[src/sv/tfcw_pkg.sv]
// ----------------------------------------------------------------------------
// tfcw_pkg
// Shared types, constants and the CRC-32 byte update for the transport framer.
// ----------------------------------------------------------------------------
package tfcw_pkg;

  localparam int unsigned DATA_W    = 8;
  localparam int unsigned LEN_W     = 24;
  localparam int unsigned TOTAL_W   = LEN_W + 1;
  localparam int unsigned SEQ_W     = 32;
  localparam int unsigned CRC_W     = 32;
  localparam int unsigned QDEPTH    = 2;
  localparam int unsigned QPTR_W    = $clog2(QDEPTH);
  localparam int unsigned QCNT_W    = $clog2(QDEPTH + 1);
  localparam int unsigned IDX_W     = 3;

  localparam logic [TOTAL_W-1:0] FRAME_OVERHEAD = TOTAL_W'(12);
  localparam logic [IDX_W-1:0]   HDR_LAST_IDX   = IDX_W'(7);
  localparam logic [IDX_W-1:0]   CRC_LAST_IDX   = IDX_W'(4 - 1);
  localparam logic [CRC_W-1:0]   CRC_INIT       = 32'hFFFF_FFFF;
  localparam logic [CRC_W-1:0]   CRC_POLY       = 32'hEDB8_8320;

  // one queued item with its frame context
  typedef struct packed {
    logic [DATA_W-1:0]  data;
    logic               opens;
    logic               closes;
    logic [TOTAL_W-1:0] len_total;
    logic [SEQ_W-1:0]   seq;
  } q_entry_t;

  typedef enum logic [1:0] {
    ST_FIRST,
    ST_HDR,
    ST_DATA,
    ST_CRC
  } back_state_t;

  typedef enum logic [1:0] {
    SRC_DATA,
    SRC_HDR,
    SRC_CRC
  } byte_src_t;

  function automatic logic [CRC_W-1:0] crc_byte(input logic [CRC_W-1:0] crc_in,
                                                input logic [DATA_W-1:0] b);
    logic [CRC_W-1:0] c;
    c = crc_in ^ {{(CRC_W-DATA_W){1'b0}}, b};
    for (int k = 0; k < 8; k++) begin
      c = c[0] ? ((c >> 1) ^ CRC_POLY) : (c >> 1);
    end
    return c;
  endfunction

endpackage

[src/sv/tfcw_front.sv]
// ----------------------------------------------------------------------------
// tfcw_front
// Accepts payload bytes, tracks frame boundaries and the sequence number.
// ----------------------------------------------------------------------------
module tfcw_front (
  input  logic                       clk,
  input  logic                       rst_n,
  input  logic                       in_valid,
  output logic                       in_ready,
  input  logic [7:0]                 in_data_byte,
  input  logic [23:0]                in_payload_length,
  output logic                       q_push,
  output tfcw_pkg::q_entry_t         q_wdata,
  input  logic                       q_full
);
  import tfcw_pkg::*;

  logic [LEN_W-1:0] rem_r, rem_nxt;
  logic [SEQ_W-1:0] seq_r, seq_nxt;
  logic             opens;
  logic [LEN_W-1:0] len_eff;
  logic [LEN_W-1:0] rem_after;

  assign in_ready = !q_full;
  assign q_push   = in_valid && in_ready;

  always_comb begin
    opens     = (rem_r == '0);
    // a zero length counts as a single byte
    len_eff   = (in_payload_length == '0) ? LEN_W'(1) : in_payload_length;
    rem_after = (opens ? len_eff : rem_r) - LEN_W'(1);

    q_wdata.data      = in_data_byte;
    q_wdata.opens     = opens;
    q_wdata.closes    = (rem_after == '0);
    q_wdata.len_total = {1'b0, len_eff} + FRAME_OVERHEAD;
    q_wdata.seq       = seq_r;

    rem_nxt = rem_r;
    seq_nxt = seq_r;
    if (q_push) begin
      rem_nxt = rem_after;
      if (rem_after == '0) begin
        seq_nxt = seq_r + SEQ_W'(1);
      end
    end
  end

  always_ff @(posedge clk) begin
    if (!rst_n) begin
      rem_r <= '0;
      seq_r <= '0;
    end else begin
      rem_r <= rem_nxt;
      seq_r <= seq_nxt;
    end
  end

  a_push_needs_room: assert property (@(posedge clk) disable iff (!rst_n)
    q_push |-> !q_full) else $error("push into full queue");
  a_seq_on_close: assert property (@(posedge clk) disable iff (!rst_n)
    (q_push && q_wdata.closes) |=> (seq_r == $past(seq_r) + SEQ_W'(1)))
    else $error("sequence number did not advance on frame close");
  a_open_only_idle: assert property (@(posedge clk) disable iff (!rst_n)
    (q_push && q_wdata.opens) |-> (rem_r == '0))
    else $error("frame opened while one is open");

endmodule

[src/sv/tfcw_fifo.sv]
// ----------------------------------------------------------------------------
// tfcw_fifo
// Short queue of classified items between the front and the serializer.
// ----------------------------------------------------------------------------
module tfcw_fifo (
  input  logic                       clk,
  input  logic                       rst_n,
  input  logic                       push,
  input  tfcw_pkg::q_entry_t         wdata,
  output logic                       full,
  input  logic                       pop,
  output logic                       not_empty,
  output tfcw_pkg::q_entry_t         rdata
);
  import tfcw_pkg::*;

  q_entry_t          mem_r [QDEPTH];
  logic [QPTR_W-1:0] wptr_r, wptr_nxt;
  logic [QPTR_W-1:0] rptr_r, rptr_nxt;
  logic [QCNT_W-1:0] cnt_r, cnt_nxt;

  assign full      = (cnt_r == QCNT_W'(QDEPTH));
  assign not_empty = (cnt_r != '0);
  assign rdata     = mem_r[rptr_r];

  always_comb begin
    wptr_nxt = wptr_r;
    rptr_nxt = rptr_r;
    cnt_nxt  = cnt_r;
    if (push) begin
      wptr_nxt = (wptr_r == QPTR_W'(QDEPTH - 1)) ? '0 : wptr_r + QPTR_W'(1);
    end
    if (pop) begin
      rptr_nxt = (rptr_r == QPTR_W'(QDEPTH - 1)) ? '0 : rptr_r + QPTR_W'(1);
    end
    if (push && !pop) begin
      cnt_nxt = cnt_r + QCNT_W'(1);
    end else if (pop && !push) begin
      cnt_nxt = cnt_r - QCNT_W'(1);
    end
  end

  always_ff @(posedge clk) begin
    if (!rst_n) begin
      wptr_r <= '0;
      rptr_r <= '0;
      cnt_r  <= '0;
    end else begin
      wptr_r <= wptr_nxt;
      rptr_r <= rptr_nxt;
      cnt_r  <= cnt_nxt;
    end
  end

  always_ff @(posedge clk) begin
    if (push) begin
      mem_r[wptr_r] <= wdata;
    end
  end

  a_no_underflow: assert property (@(posedge clk) disable iff (!rst_n)
    pop |-> not_empty) else $error("pop from empty queue");
  a_cnt_range: assert property (@(posedge clk) disable iff (!rst_n)
    cnt_r <= QCNT_W'(QDEPTH)) else $error("queue count out of range");
  a_ptr_gap: assert property (@(posedge clk) disable iff (!rst_n)
    (cnt_r == '0) |-> (wptr_r == rptr_r)) else $error("pointers apart on empty");

endmodule

[src/sv/tfcw_back.sv]
// ----------------------------------------------------------------------------
// tfcw_back
// Serializer: header, payload and CRC trailer bytes into the output register.
// ----------------------------------------------------------------------------
module tfcw_back (
  input  logic                       clk,
  input  logic                       rst_n,
  input  logic                       q_not_empty,
  input  tfcw_pkg::q_entry_t         q_rdata,
  output logic                       q_pop,
  output logic                       out_valid,
  input  logic                       out_ready,
  output logic [7:0]                 out_byte,
  output logic                       out_run_last,
  output logic                       out_frame_end
);
  import tfcw_pkg::*;

  back_state_t      state_r, state_nxt;
  logic [IDX_W-1:0] idx_r, idx_nxt;
  logic [CRC_W-1:0] crc_r, crc_nxt;
  logic             ov_r, ov_nxt;
  logic [7:0]       ob_r;
  logic             orl_r;
  logic             ofe_r;

  logic             step;
  byte_src_t        src;
  logic             crc_start;
  logic             is_last;
  logic             is_end;
  logic [7:0]       sel_byte;
  logic [CRC_W-1:0] crc_inv;
  logic [63:0]      hdr_word;

  assign step = q_not_empty && (!ov_r || out_ready);

  // next state
  always_comb begin
    state_nxt = state_r;
    idx_nxt   = idx_r;
    if (step) begin
      case (state_r)
        ST_FIRST: begin
          if (q_rdata.opens) begin
            state_nxt = ST_HDR;
            idx_nxt   = IDX_W'(1);
          end else if (q_rdata.closes) begin
            state_nxt = ST_CRC;
            idx_nxt   = '0;
          end
        end
        ST_HDR: begin
          if (idx_r == HDR_LAST_IDX) begin
            state_nxt = ST_DATA;
          end else begin
            idx_nxt = idx_r + IDX_W'(1);
          end
        end
        ST_DATA: begin
          state_nxt = q_rdata.closes ? ST_CRC : ST_FIRST;
          idx_nxt   = '0;
        end
        ST_CRC: begin
          if (idx_r == CRC_LAST_IDX) begin
            state_nxt = ST_FIRST;
            idx_nxt   = '0;
          end else begin
            idx_nxt = idx_r + IDX_W'(1);
          end
        end
        default: begin
          state_nxt = ST_FIRST;
          idx_nxt   = '0;
        end
      endcase
    end
  end

  // outputs of the sequencer
  always_comb begin
    src       = SRC_DATA;
    crc_start = 1'b0;
    is_last   = 1'b0;
    is_end    = 1'b0;
    case (state_r)
      ST_FIRST: begin
        if (q_rdata.opens) begin
          src       = SRC_HDR;
          crc_start = 1'b1;
        end else begin
          is_last = !q_rdata.closes;
        end
      end
      ST_HDR: begin
        src = SRC_HDR;
      end
      ST_DATA: begin
        is_last = !q_rdata.closes;
      end
      ST_CRC: begin
        src     = SRC_CRC;
        is_last = (idx_r == CRC_LAST_IDX);
        is_end  = (idx_r == CRC_LAST_IDX);
      end
      default: begin
        src = SRC_DATA;
      end
    endcase
  end

  always_comb begin
    hdr_word = {q_rdata.seq, {(32-TOTAL_W){1'b0}}, q_rdata.len_total};
    crc_inv  = ~crc_r;
    case (src)
      SRC_HDR:  sel_byte = hdr_word[{idx_r, 3'b000} +: 8];
      SRC_CRC:  sel_byte = crc_inv[{idx_r[1:0], 3'b000} +: 8];
      default:  sel_byte = q_rdata.data;
    endcase

    crc_nxt = crc_r;
    if (step && src != SRC_CRC) begin
      crc_nxt = crc_byte(crc_start ? CRC_INIT : crc_r, sel_byte);
    end

    ov_nxt = ov_r;
    if (step) begin
      ov_nxt = 1'b1;
    end else if (out_ready) begin
      ov_nxt = 1'b0;
    end
  end

  assign q_pop         = step && is_last;
  assign out_valid     = ov_r;
  assign out_byte      = ob_r;
  assign out_run_last  = orl_r;
  assign out_frame_end = ofe_r;

  always_ff @(posedge clk) begin
    if (!rst_n) begin
      state_r <= ST_FIRST;
      idx_r   <= '0;
      crc_r   <= CRC_INIT;
      ov_r    <= 1'b0;
    end else begin
      state_r <= state_nxt;
      idx_r   <= idx_nxt;
      crc_r   <= crc_nxt;
      ov_r    <= ov_nxt;
    end
  end

  always_ff @(posedge clk) begin
    if (step) begin
      ob_r  <= sel_byte;
      orl_r <= is_last;
      ofe_r <= is_end;
    end
  end

  a_end_is_last: assert property (@(posedge clk) disable iff (!rst_n)
    (ov_r && ofe_r) |-> orl_r) else $error("frame end without run last");
  a_pop_needs_item: assert property (@(posedge clk) disable iff (!rst_n)
    q_pop |-> q_not_empty) else $error("pop without queued item");
  a_hold_stall: assert property (@(posedge clk) disable iff (!rst_n)
    (ov_r && !out_ready) |=> (ov_r && $stable(ob_r)))
    else $error("output changed while stalled");
  a_crc_after_close: assert property (@(posedge clk) disable iff (!rst_n)
    (step && state_r == ST_DATA && q_rdata.closes) |=> (state_r == ST_CRC))
    else $error("trailer not started after last payload byte");

endmodule

[src/sv/transport_frame_crc_wrapper.sv]
// ----------------------------------------------------------------------------
// transport_frame_crc_wrapper
// Frames a payload byte stream: length/sequence header, CRC-32 trailer.
// ----------------------------------------------------------------------------
//  channel | direction | ports
//  in      | input     | in_valid, in_ready, in_data_byte, in_payload_length
//  out     | output    | out_valid, out_ready, out_byte, out_run_last, out_frame_end
//
//  one output byte per cycle unless the queue is empty or out_ready stalls:
//  each item gives its byte; an opener adds 8 header bytes, a closer 4 CRC bytes
//  a two-entry queue lets the front take items while a header or trailer runs
//  reset (rst_n low, synchronous) closes any open frame, zeroes the sequence
//  stalls on out_ready hold the output register; input stalls only on a full queue
// ----------------------------------------------------------------------------
module transport_frame_crc_wrapper (
  input  logic        clk,
  input  logic        rst_n,
  input  logic        in_valid,
  output logic        in_ready,
  input  logic [7:0]  in_data_byte,
  input  logic [23:0] in_payload_length,
  output logic        out_valid,
  input  logic        out_ready,
  output logic [7:0]  out_byte,
  output logic        out_run_last,
  output logic        out_frame_end
);
  import tfcw_pkg::*;

  logic     q_push;
  logic     q_full;
  logic     q_pop;
  logic     q_not_empty;
  q_entry_t q_wdata;
  q_entry_t q_rdata;

  tfcw_front u_front (
    .clk               (clk),
    .rst_n             (rst_n),
    .in_valid          (in_valid),
    .in_ready          (in_ready),
    .in_data_byte      (in_data_byte),
    .in_payload_length (in_payload_length),
    .q_push            (q_push),
    .q_wdata           (q_wdata),
    .q_full            (q_full)
  );

  tfcw_fifo u_fifo (
    .clk       (clk),
    .rst_n     (rst_n),
    .push      (q_push),
    .wdata     (q_wdata),
    .full      (q_full),
    .pop       (q_pop),
    .not_empty (q_not_empty),
    .rdata     (q_rdata)
  );

  tfcw_back u_back (
    .clk           (clk),
    .rst_n         (rst_n),
    .q_not_empty   (q_not_empty),
    .q_rdata       (q_rdata),
    .q_pop         (q_pop),
    .out_valid     (out_valid),
    .out_ready     (out_ready),
    .out_byte      (out_byte),
    .out_run_last  (out_run_last),
    .out_frame_end (out_frame_end)
  );

endmodule

[config.mk]
export PLATFORM = sky130hd
export DESIGN_NAME = transport_frame_crc_wrapper
export DESIGN_NICKNAME = d
export VERILOG_FILES = /design/src/sv/tfcw_pkg.sv /design/src/sv/tfcw_front.sv /design/src/sv/tfcw_fifo.sv /design/src/sv/tfcw_back.sv /design/src/sv/transport_frame_crc_wrapper.sv
export SDC_FILE = /design/constraint.sdc
export NUM_CORES = 1
export LEC_CHECK = 0
export BUFFER_PORTS_ARGS = -buffer_cell sky130_fd_sc_hd__buf_2
export CORE_MARGIN = 2
export CORE_UTILIZATION = 62
export DETAILED_ROUTE_END_ITERATION = 8
export GPL_TIMING_DRIVEN = 0
export MAX_ROUTING_LAYER = met4
export PLACE_DENSITY = 0.85
export SLEW_MARGIN = 25
export SYNTH_ARGS = -nofsm -noshare
export SYNTH_HDL_FRONTEND = slang
export SYNTH_SLANG_ARGS = --single-unit
[constraint.sdc]
create_clock -name clk -period 7.9 [get_ports clk]
set_input_delay 1.58 -clock clk [delete_from_list [all_inputs] [get_ports clk]]
set_output_delay 1.58 -clock clk [all_outputs]
set_load 0.01 [all_outputs]
# Word-level counts from Yosys, hierarchy flattened

Memories as Yosys holds them, arrays and structs flattened. A register that Yosys moved wholly into a read port is not among the register bits.
Cells that the tools add are included.
W data, S select, Z words.

Register bits after elaboration: 108
Logic and storage cells: 107
Memories kept: 1
RAM bits: 134
Bits of input ports: 36

Memories:

| name         | words | bits a word | rd ports | clocked after Yosys merged registers in | wr ports | RTL line        | source |
|---|---|---|---|---|---|---|---|
| u_fifo.mem_r | 2     | 67          | 1        | 1                                       | 1        | tfcw_fifo.sv:17 | `q_entry_t mem_r [QDEPTH];` |

Mux-type cells: 39
Add/sub/neg operators: 8
Bitwise gates (word level): 10
Shift-type cells: 2
Equality and inequality tests: 13
Reduce and logical (&&, ||, !) cells: 22

Operator list:

| operator                | count |
|---|---|
| $mux W32                | 9 |
| $not A13 Y14            | 8 |
| $logic_not A24 Y1       | 3 |
| $shiftx A64 B7 Y8       | 1 |
| $mux W24                | 2 |
| $add A32 B1 Y32 const B | 1 |
| $not A32 Y32            | 1 |
| $shiftx A32 B6 Y8       | 1 |
| $xor A32 B8 Y32         | 1 |
| $add A24 B4 Y25 const B | 1 |
| $sub A24 B1 Y24 const B | 1 |
| $pmux W8 S2             | 1 |
| $mux W2                 | 7 |
| $mux W1                 | 12 |
| $mux W3                 | 4 |
| $pmux W3 S4             | 1 |
| $eq A2 B2 Y1 const B    | 4 |
| $pmux W2 S4             | 1 |
| $logic_and A1 B1 Y1     | 6 |
| $pmux W2 S3             | 1 |
| $reduce_bool A2 Y1      | 3 |
| $logic_not A1 Y1        | 5 |
| $eq A2 B1 Y1 const B    | 2 |
| $ne A2 B1 Y1 const B    | 2 |
| 14 further kinds        | 16 |

# Logic depth before layout (Yosys ltp)

Gate-level depths: netlist of the first run.

Word-level depth: 21
Depth in mapped cells: 24
Gate-level depth less buffers: 16

# By module

Synthesis of the first run repeated with hierarchy kept, for this count alone.

Cell total of the unflattened synthesis: 1,207
Area, all modules: 13,304.0 um2

By module, submodules not included:

| module     | area each (um2) | seq. area each (um2) | cells an instance | times used |
|---|---|---|---|---|
| tfcw_fifo  | 5,168.7         | 4,124.0              | 230               | 1 |
| tfcw_front | 4,469.3         | 1,121.1              | 593               | 1 |
| tfcw_back  | 3,666.0         | 1,061.0              | 384               | 1 |

# Worst setup path before layout of the first run

OpenSTA, ideal clock, no wires.

Path type: input to register
Start point: input in_payload_length[14]
End point: register u_front.seq_r[28]
Cell stages on the path: 18
Library setup time: 59 ps
Data arrival time: 5,943 ps
Required time: 7,841 ps
Path slack: 1,898 ps
Cell sequence: buf_2 or4_4 or3_1 o31ai_1 a21oi_1 ha_1 nor3b_1 nand3_1 nor3_1 o211ai_1 xnor2_1 o21ai_0 or4_4 or4_1 buf_2 buf_6 or4_1 nand2_1

Word-level cells in the longest chain between the ends: 6

RTL lines:

| element                            | RTL line                          | source |
|---|---|---|
| start, declared                    | transport_frame_crc_wrapper.sv:21 | `input logic [23:0] in_payload_length,` |
| $logic_not A24 Y1                  | tfcw_front.sv:30                  | `len_eff = (in_payload_length == '0) ? LEN_W'(1) : in_payload_length;` |
| $mux W24                           | tfcw_front.sv:30                  |  |
| $mux W24                           | tfcw_front.sv:31                  | `rem_after = (opens ? len_eff : rem_r) - LEN_W'(1);` |
| $sub A24 B1 Y24                    | tfcw_front.sv:31                  |  |
| via u_front.rem_after[0]           | tfcw_front.sv:22                  | `logic [LEN_W-1:0] rem_after;` |
| $logic_not A24 Y1                  | tfcw_front.sv:43                  | `if (rem_after == '0) begin` |
| $reduce_and A2 Y1 (no source line) | --                                |  |
| end signal, assigned               | tfcw_front.sv:55                  | `seq_r <= seq_nxt;` |
| end, declared                      | tfcw_front.sv:19                  | `logic [SEQ_W-1:0] seq_r, seq_nxt;` |

The timed path passes the listed nets, and every way through them passes these cells.
A chain may end at the register's enable or synchronous reset.

==> results of run 1 <==
## cells by family (layout without fill, tap and decap cells)
group,after synthesis,in the layout,share of synthesized area
XOR/XNOR,107,107,0.0765
adder cells (fa/ha/maj),9,9,0.00879
multiplexers,79,79,0.0964
buffers and inverters,97,182,0.0336
AND/OR/NAND/NOR,462,462,0.181
flip-flops,243,243,0.492
AO/OA/AOI/OAI,207,207,0.112
## cells in the mapped netlist, types with 4 or more instances
| cell | instances |
|---|---|
| xnor2_1 | 66 |
| buf_1 | 4 |
| mux2i_1 | 39 |
| buf_6 | 5 |
| a2bb2oi_1 | 4 |
| and4_1 | 5 |
| a21o_1 | 7 |
| and3_1 | 14 |
| nand2b_1 | 20 |
| o211ai_1 | 40 |
| ha_1 | 9 |
| a21oi_1 | 46 |
| xor2_1 | 37 |
| mux2_2 | 5 |
| a22oi_1 | 4 |
| dfxtp_1 | 99 |
| a211oi_1 | 17 |
| edfxtp_1 | 144 |
| o21ai_1 | 7 |
| o31ai_1 | 7 |
| clkbuf_1 | 47 |
| nand2_1 | 136 |
| inv_1 | 23 |
| nand3b_1 | 4 |
| nor2_1 | 122 |
| nand4_1 | 20 |
| nor4_1 | 17 |
| or3_1 | 13 |
| mux4_2 | 35 |
| o21ai_0 | 25 |
| or4_4 | 4 |
| a31oi_1 | 7 |
| buf_2 | 14 |
| nor2b_1 | 4 |
| and2_1 | 7 |
| or2_2 | 5 |
| nor3_1 | 23 |
| or4_1 | 20 |
| nand3_1 | 31 |
| o22ai_1 | 9 |
## flip-flops by register name, summed over array words and instances (netlist names), named ones only
register	count
u_fifo.wptr_r	1
u_front.seq_r	32
u_back.state_r	2
u_front.rem_r	24
u_fifo.cnt_r	2
u_back.idx_r	3
u_fifo.mem_r	134
u_back.crc_r	32
u_back.out_valid	1
u_back.out_frame_end	1
u_back.out_run_last	1
u_fifo.rptr_r	1
u_back.out_byte	8
## cell type report
cell class	instances	area, um^2
repair buffers	37	253
plain buffers	73	340
well taps	270	338
fillers	1424	5900
clock inverters	11	136
inverters	24	90.1
clock buffers	37	773
multi-input cells	864	6100
flip-flops and latches	243	6310
## how the worst min path moves through the flow
stage / startpoint / endpoint / slack [ns]
after floorplan: u_front.seq_r[31] / u_fifo.mem_r[0][31] / 0.44
after global placement: u_front.seq_r[11] / u_fifo.mem_r[1][11] / 0.47
after detailed placement: u_front.seq_r[11] / u_fifo.mem_r[0][11] / 0.47
after CTS: u_front.seq_r[11] / u_fifo.mem_r[0][11] / 0.49
after global routing: u_front.rem_r[22] / u_front.rem_r[22] / 0.51
final: u_front.rem_r[22] / u_front.rem_r[22] / 0.50
## power by group through the flow
stage | logic, W | clock network [W] | registers (W)
2_1_floorplan | 0.00332 | 0 | 0.00180
3_3_place_gp | 0.00423 | 0 | 0.00183
3_5_place_dp | 0.00437 | 0 | 0.00183
4_1_cts | 0.00443 | 0.00128 | 0.00181
5_1_grt | 0.00486 | 0.00133 | 0.00184
6_report | 0.00455 | 0.00128 | 0.00182
## per-layer routing
metal | GRT usage | part of all wire | wire [um]
met1 | 0.502 | 0.40 | 15200
met5 | - | 0 | 0
met4 | 0.108 | 0.029 | 1110
met3 | 0.0951 | 0.12 | 4740
met2 | 0.532 | 0.45 | 17000
## per-stage QoR
step / instances / setup slack (ns) / hold WS, ns / util / area, um^2
after CTS: 1559 / 0.572 / 0.486 / 0.708 / 14300
after global placement: 1507 / 0.152 / 0.473 / 0.658 / 13300
after detailed placement: 1511 / 0.112 / 0.473 / 0.663 / 13400
final: 1559 / 0.712 / 0.497 / 0.708 / 14300
after floorplan: 1204 / 1.90 / 0.439 / - / 12800
after global routing: 1559 / 0.325 / 0.510 / 0.708 / 14300
## worst max-delay path: stages, from the launching register on
cell,delay (ns)
dfxtp_1,0.31
clkbuf_1,0.48
nor4_1,0.16
and3_1,0.22
buf_2,0.16
nand3_2,0.14
inv_2,0.12
buf_2,0.23
buf_2,0.24
buf_1,0.36
a21oi_1,0.34
ha_1,0.32
nor3b_2,0.55
nand3_1,0.35
nor3_1,0.29
o211ai_1,0.20
xnor2_1,0.27
o21ai_0,0.16
or4_4,0.59
nor4b_2,0.72
clkbuf_1,0.50
nand3_1,0.18
mux2i_1,0.15
==> impl_results.md, run 1 <==
* Status: finished clean
* Worst-margin pin slew at between 1 and 1.5 ns
* WL per Instance at 24.4 um
* Most common cell after layout, fill and taps aside: edfxtp_1
* Worst setup path end: u_front.seq_r[31]
* Largest cells by area after synthesis: edfxtp_1, dfxtp_1, mux4_2
* Synth warnings at 0
* FF-to-FF End: u_front.seq_r[31]
* DRC viols at 0
* Final Max Tran Viols at 0
* Leading area contributor after synthesis: edfxtp_1
* Most frequent cells in the layout: edfxtp_1, nand2_1, nor2_1, dfxtp_1, xnor2_1
* Async SR Flop Fraction at 0
* Critical path startpoint: u_front.rem_r[7]
* Post-Synthesis Cell Area at roughly 13,000 um^2
* Vias post-DR at 10,600
* Leakage at between 5 and 6 nW
* Post-synth EDFFs at approximately 140
* Int Pwr at between 0.004 and 0.005 W
* Via density at 6.79
* Startpoint type of the worst setup path: register
* Post-Syn Nets at between 1,000 and 1,500
* Power per cell area at about 530 nW/um^2
* GRT Total Usage at 0.363
* Post-CTS Hold Buffers at 0
* Diode count at 0
* Worst Hold Class: register to register
* Effective utilization at floorplan at 0.633
* Switch share at 0.446
* Dpl hpwl at about 27,000 um
* Full die area at around 22,000 um^2
* Max rail drop VDD at 0.456 mV
* Final Cycle Share at 0.910
* Worst skew pair latency at roughly 0.53 ns
* PostCTS Resize Cnt at 0
* Final Skew at 0.0173 ns
* FMAX at roughly 140 MHz
* FF-to-FF path depth at 22
* Mapped Avg Cell Area at roughly 11 um^2
* Global-route wire length before repair at approximately 60,000 um
* Root buffer cell: clkbuf_16
* RSZ-0062 raised after global routing: no
* Comb pwr share at 0.595
* TritonCTS buffer count at 26
* Synth top area share at 0.337
* Net Sw Power at about 0.0034 W
* CTS Sinks at around 240
* Reg2Reg Setup Slack at between 0.7 and 0.8 ns
* Mapped Cells at 1,204
* Register area share after synthesis at 0.492
* Clock power frac at 0.167
* Synth-to-Final Area Change at 11.9%
* PnR Total Power at ~0.0076 W
* CTS H-tree lvls at 1
* Worst Path Max Fanout at 11
* Most used DFF post-synth: edfxtp_1
* Hold Path Stages at 2
* Core ar. at approximately 20,000 um^2
* Worst EP arrival at 7.60 ns
* Sequential fraction of design power at 0.237
* Site row count at 52
* Initial DRC Count at around 1,300
* Nets at 1,314
* Initial antenna violation count at 0
* Die W at around 150 um
* Pin count of the biggest net entering global routing at 36
* Synth cell types at 77
* CTS clk-pin slew, worst paths at approximately 0.070 ns
* Critical path type: register to register
* # Post-CTS Setup Buffers at 0
* Synthesized flop and latch total at 243
* Rel. slew slack at 0.271
* GPL Wtd Cong at between 1 and 1.5
* Antenna Nets Post-Route at 0
* TritonCTS clock tree: built
* CP Data Required Time at 8.31 ns
* IO Count at 48
* Layout cells sized above 1 at 0.136
* Vias in the first global route at 10,100
* Clock buffer depth at 3
* WL final at 38,000 um
* Setup violators final at 0
* Setup TNS at 0 ns
* Overflow left after global routing at 0
* DRT Pass-1 Iters at 6
* Min Clock Period, post-route at approximately 7 ns
* CP Capture Type: register
* IO Port Bufs at 33
* MaxCap Viol Count at 0
* Count of final hold-check violations at 0
* Chip height at about 150 um
* R2r startpoint: u_front.rem_r[7]
Power figures use the tool's default switching activity.
==> run 2: changes to the inputs <==
--- a/config.mk
+++ b/config.mk
@@ -11,7 +11,8 @@
 export DETAILED_ROUTE_END_ITERATION = 8
 export GPL_TIMING_DRIVEN = 0
 export MAX_ROUTING_LAYER = met4
-export PLACE_DENSITY = 0.85
+export PLACE_DENSITY = 0.86
+export RECOVER_POWER = 25
 export SLEW_MARGIN = 25
 export SYNTH_ARGS = -nofsm -noshare
 export SYNTH_HDL_FRONTEND = slang
==> run 2 against run 1 <==
Net effect: the flow now finishes with violations (max-capacitance violations, max-slew violations); core utilization decreased by 0.38 points; clock power down 5%; critical path depth did not move; via count shrank 0.10%; power fell by 1.3%; sequential cell count unchanged; sequential power barely moved; sequential share of layout area up 0.24 points; cell area decreased by 0.53%; first-iteration DRC count up 5.2%; routed wire length increased by 1.0%; worst hold slack improved by 0.0028 ns; critical path type unchanged; critical endpoint is now u_front.seq_r[29]; highest routed layer unchanged.
==> impl_results.md, run 2 (synthesized netlist as in run 1, its figures left out) <==
* Status: complete, but fails checks
* Failing checks: max-capacitance violations, max-slew violations
* Biggest regs: u_fifo.mem_r (134), u_back.crc_r (32), u_front.seq_r (32)
* Worst Path Max Fanout at 11
* Max rail drop VDD at approximately 0.42 mV
* CTS H-tree lvls at 1
* IO Count at between 40 and 50
* WL final at approximately 38,000 um
* Worst path slowest cell: nor4b_2
* Final Skew at 0.0264 ns
* Vias post-DR at between 10,000 and 15,000
* DRT Pass-1 Iters at 6
* Leakage at around 5.1 nW
* MaxCap Viol Count at 1
* Diode count at 0
* Min Clock Period, post-route at between 7 and 8 ns
* TritonCTS buffer count at 25
* Full die area at approximately 22,000 um^2
* Most common cell after layout, fill and taps aside: edfxtp_1
* DRC viols at 0
* Multi-input logic area at between 6000 and 7000 um^2
* RSZ-0062 raised after global routing: no
* Register area at 6310 um^2
* Max FFs per register at 134
* Startpoint type of the worst setup path: register
* Initial DRC Count at ~1,400
* Pin count of the biggest net entering global routing at 37
* Most frequent cells in the layout: edfxtp_1, nand2_1, nor2_1, dfxtp_1, xnor2_1
* CP Data Required Time at 8.33 ns
* Worst-margin pin slew at roughly 1.8 ns
* Crit path cell chain: clkbuf_1, nor4_1, and3_1, buf_2, nand3_2, inv_2, buf_2, buf_2, buf_1, a21oi_1, ha_1, nor3b_2, nand3_1, nor3_1, o211ai_1, xnor2_1, o21ai_0, or4_4, nor4b_2, clkbuf_1, nand3_1, mux2i_1
* Final Max Tran Viols at 36
* Core ar. at 20,200 um^2
* FF-to-FF path depth at 22
* Antenna Nets Post-Route at 0
* CTS clk-pin slew, worst paths at roughly 0.07 ns
* Via density at approximately 6.8
* Effective utilization at floorplan at 0.633
* Vias in the first global route at between 10,000 and 15,000
* Count of final hold-check violations at 0
* Dpl hpwl at between 20,000 and 30,000 um
* Setup TNS at 0 ns
* Power per cell area at about 530 nW/um^2
* # Post-CTS Setup Buffers at 0
* TritonCTS clock tree: built
* GRT Total Usage at 0.368
* Post-CTS Hold Buffers at 0
* Chip height at approximately 150 um
* Final Util at 0.705
* CP Capture Type: register
* FMAX at ~140 MHz
* Nets at about 1,300
* Overflow left after global routing at 0
* Initial antenna violation count at 0
* Synth-to-Final Area Change at 11.3%
* R2r startpoint: u_front.rem_r[7]
* Final Cycle Share at 0.927
* Worst EP arrival at between 7 and 8 ns
* Most frequent CP cell: buf_2
* Worst Hold Class: register to register
* Hold_sp: u_front.rem_r[23]
* Rel. slew slack at -0.229
* Worst skew pair latency at about 0.54 ns
* IO Port Bufs at 33
* Die W at roughly 150 um
* WL per Instance at about 25 um
* CTS Sinks at 243
* Setup violators final at 0
* Clock buffer depth at 3
* GPL Wtd Cong at about 1
* Root buffer cell: clkbuf_16
* Largest reg by FF count: u_fifo.mem_r
* Layout cells sized above 1 at 0.128
* Critical path startpoint: u_front.rem_r[7]
* Fillers at between 1,000 and 1,500
* Site row count at 52
* Critical path type: register to register
* Global-route wire length before repair at around 59,000 um
* Hold Path Stages at 2
* Biggest cell delay along the critical path at between 0.6 and 0.7 ns
run 2: cell count changes in the layout (fill, tap and decap cells not counted):
cell and delta:
and3_1 +1, and3_4 -1, buf_12 -1, buf_16 +1
buf_2 -6, clkbuf_1 +7, clkbuf_16 -2, clkbuf_8 -3
clkinv_2 +2, clkinvlp_4 -3, inv_6 +2, inv_8 +1
run 2: where the power goes:
part	internal, W	switching [W]	total (W)
logic	0.00181	0.00270	0.00451
registers	0.00165	0.000164	0.00182
clock network	0.000713	0.000508	0.00122
run 2: final cells by class:
class / count / share of cell area
Clock buffer: 33 / 0.0481
Multi-Input combinational cell: 864 / 0.427
Clock inverter: 13 / 0.0107
Tap cell: 270 / 0.0237
Inverter: 24 / 0.00632
Timing Repair Buffer: 37 / 0.0177
Buffer: 73 / 0.0239
Sequential cell: 243 / 0.442
run 2: timing repair:
item / CTS / global route
resized for setup: 0 / 1
setup endpoints to repair: 0 / 1
hold endpoints to repair: 0 / 0
run 2: worst paths after layout:
path                            slack (ns)                end
worst min-delay path                  0.50  u_front.rem_r[23]
worst min register to register        0.50  u_front.rem_r[23]
worst max-delay path                  0.58  u_front.seq_r[29]
worst max register to register        0.58  u_front.seq_r[29]
run 2: per-layer routing:
metal	global-route usage	up-vias	wire [um]
met5	-	-	0
met4	0.171	0	1970
met3	0.119	168	5000
met2	0.535	747	16900
met1	0.473	5055	14600
li1	-	4597	-
run 2: critical path, delay by kind of cell, from the launching register on:
kind	cells	cell delay, ns
XOR/XNOR	1	0.30
multiplexers	1	0.15
flip-flops	1	0.30
AO/OA/AOI/OAI	3	0.80
adder cells (fa/ha/maj)	1	0.34
AND/OR/NAND/NOR	9	3.22
buffers and inverters	7	2.10
run 2: per-stage QoR:
| stage | power (W) | area [um^2] | std cells | setup slack, ns | hold WS, ns |
|---|---|---|---|---|---|
| after CTS | 0.00741 | 14300 | 1557 | 0.657 | 0.488 |
| after global placement | 0.00608 | 13300 | 1507 | 0.307 | 0.469 |
| after detailed placement | 0.00616 | 13400 | 1511 | 0.257 | 0.475 |
| after global routing | 0.00790 | 14300 | 1557 | 0.315 | 0.502 |
| after floorplan | 0.00512 | 12800 | 1204 | 1.90 | 0.439 |
| final | 0.00755 | 14300 | 1557 | 0.575 | 0.500 |
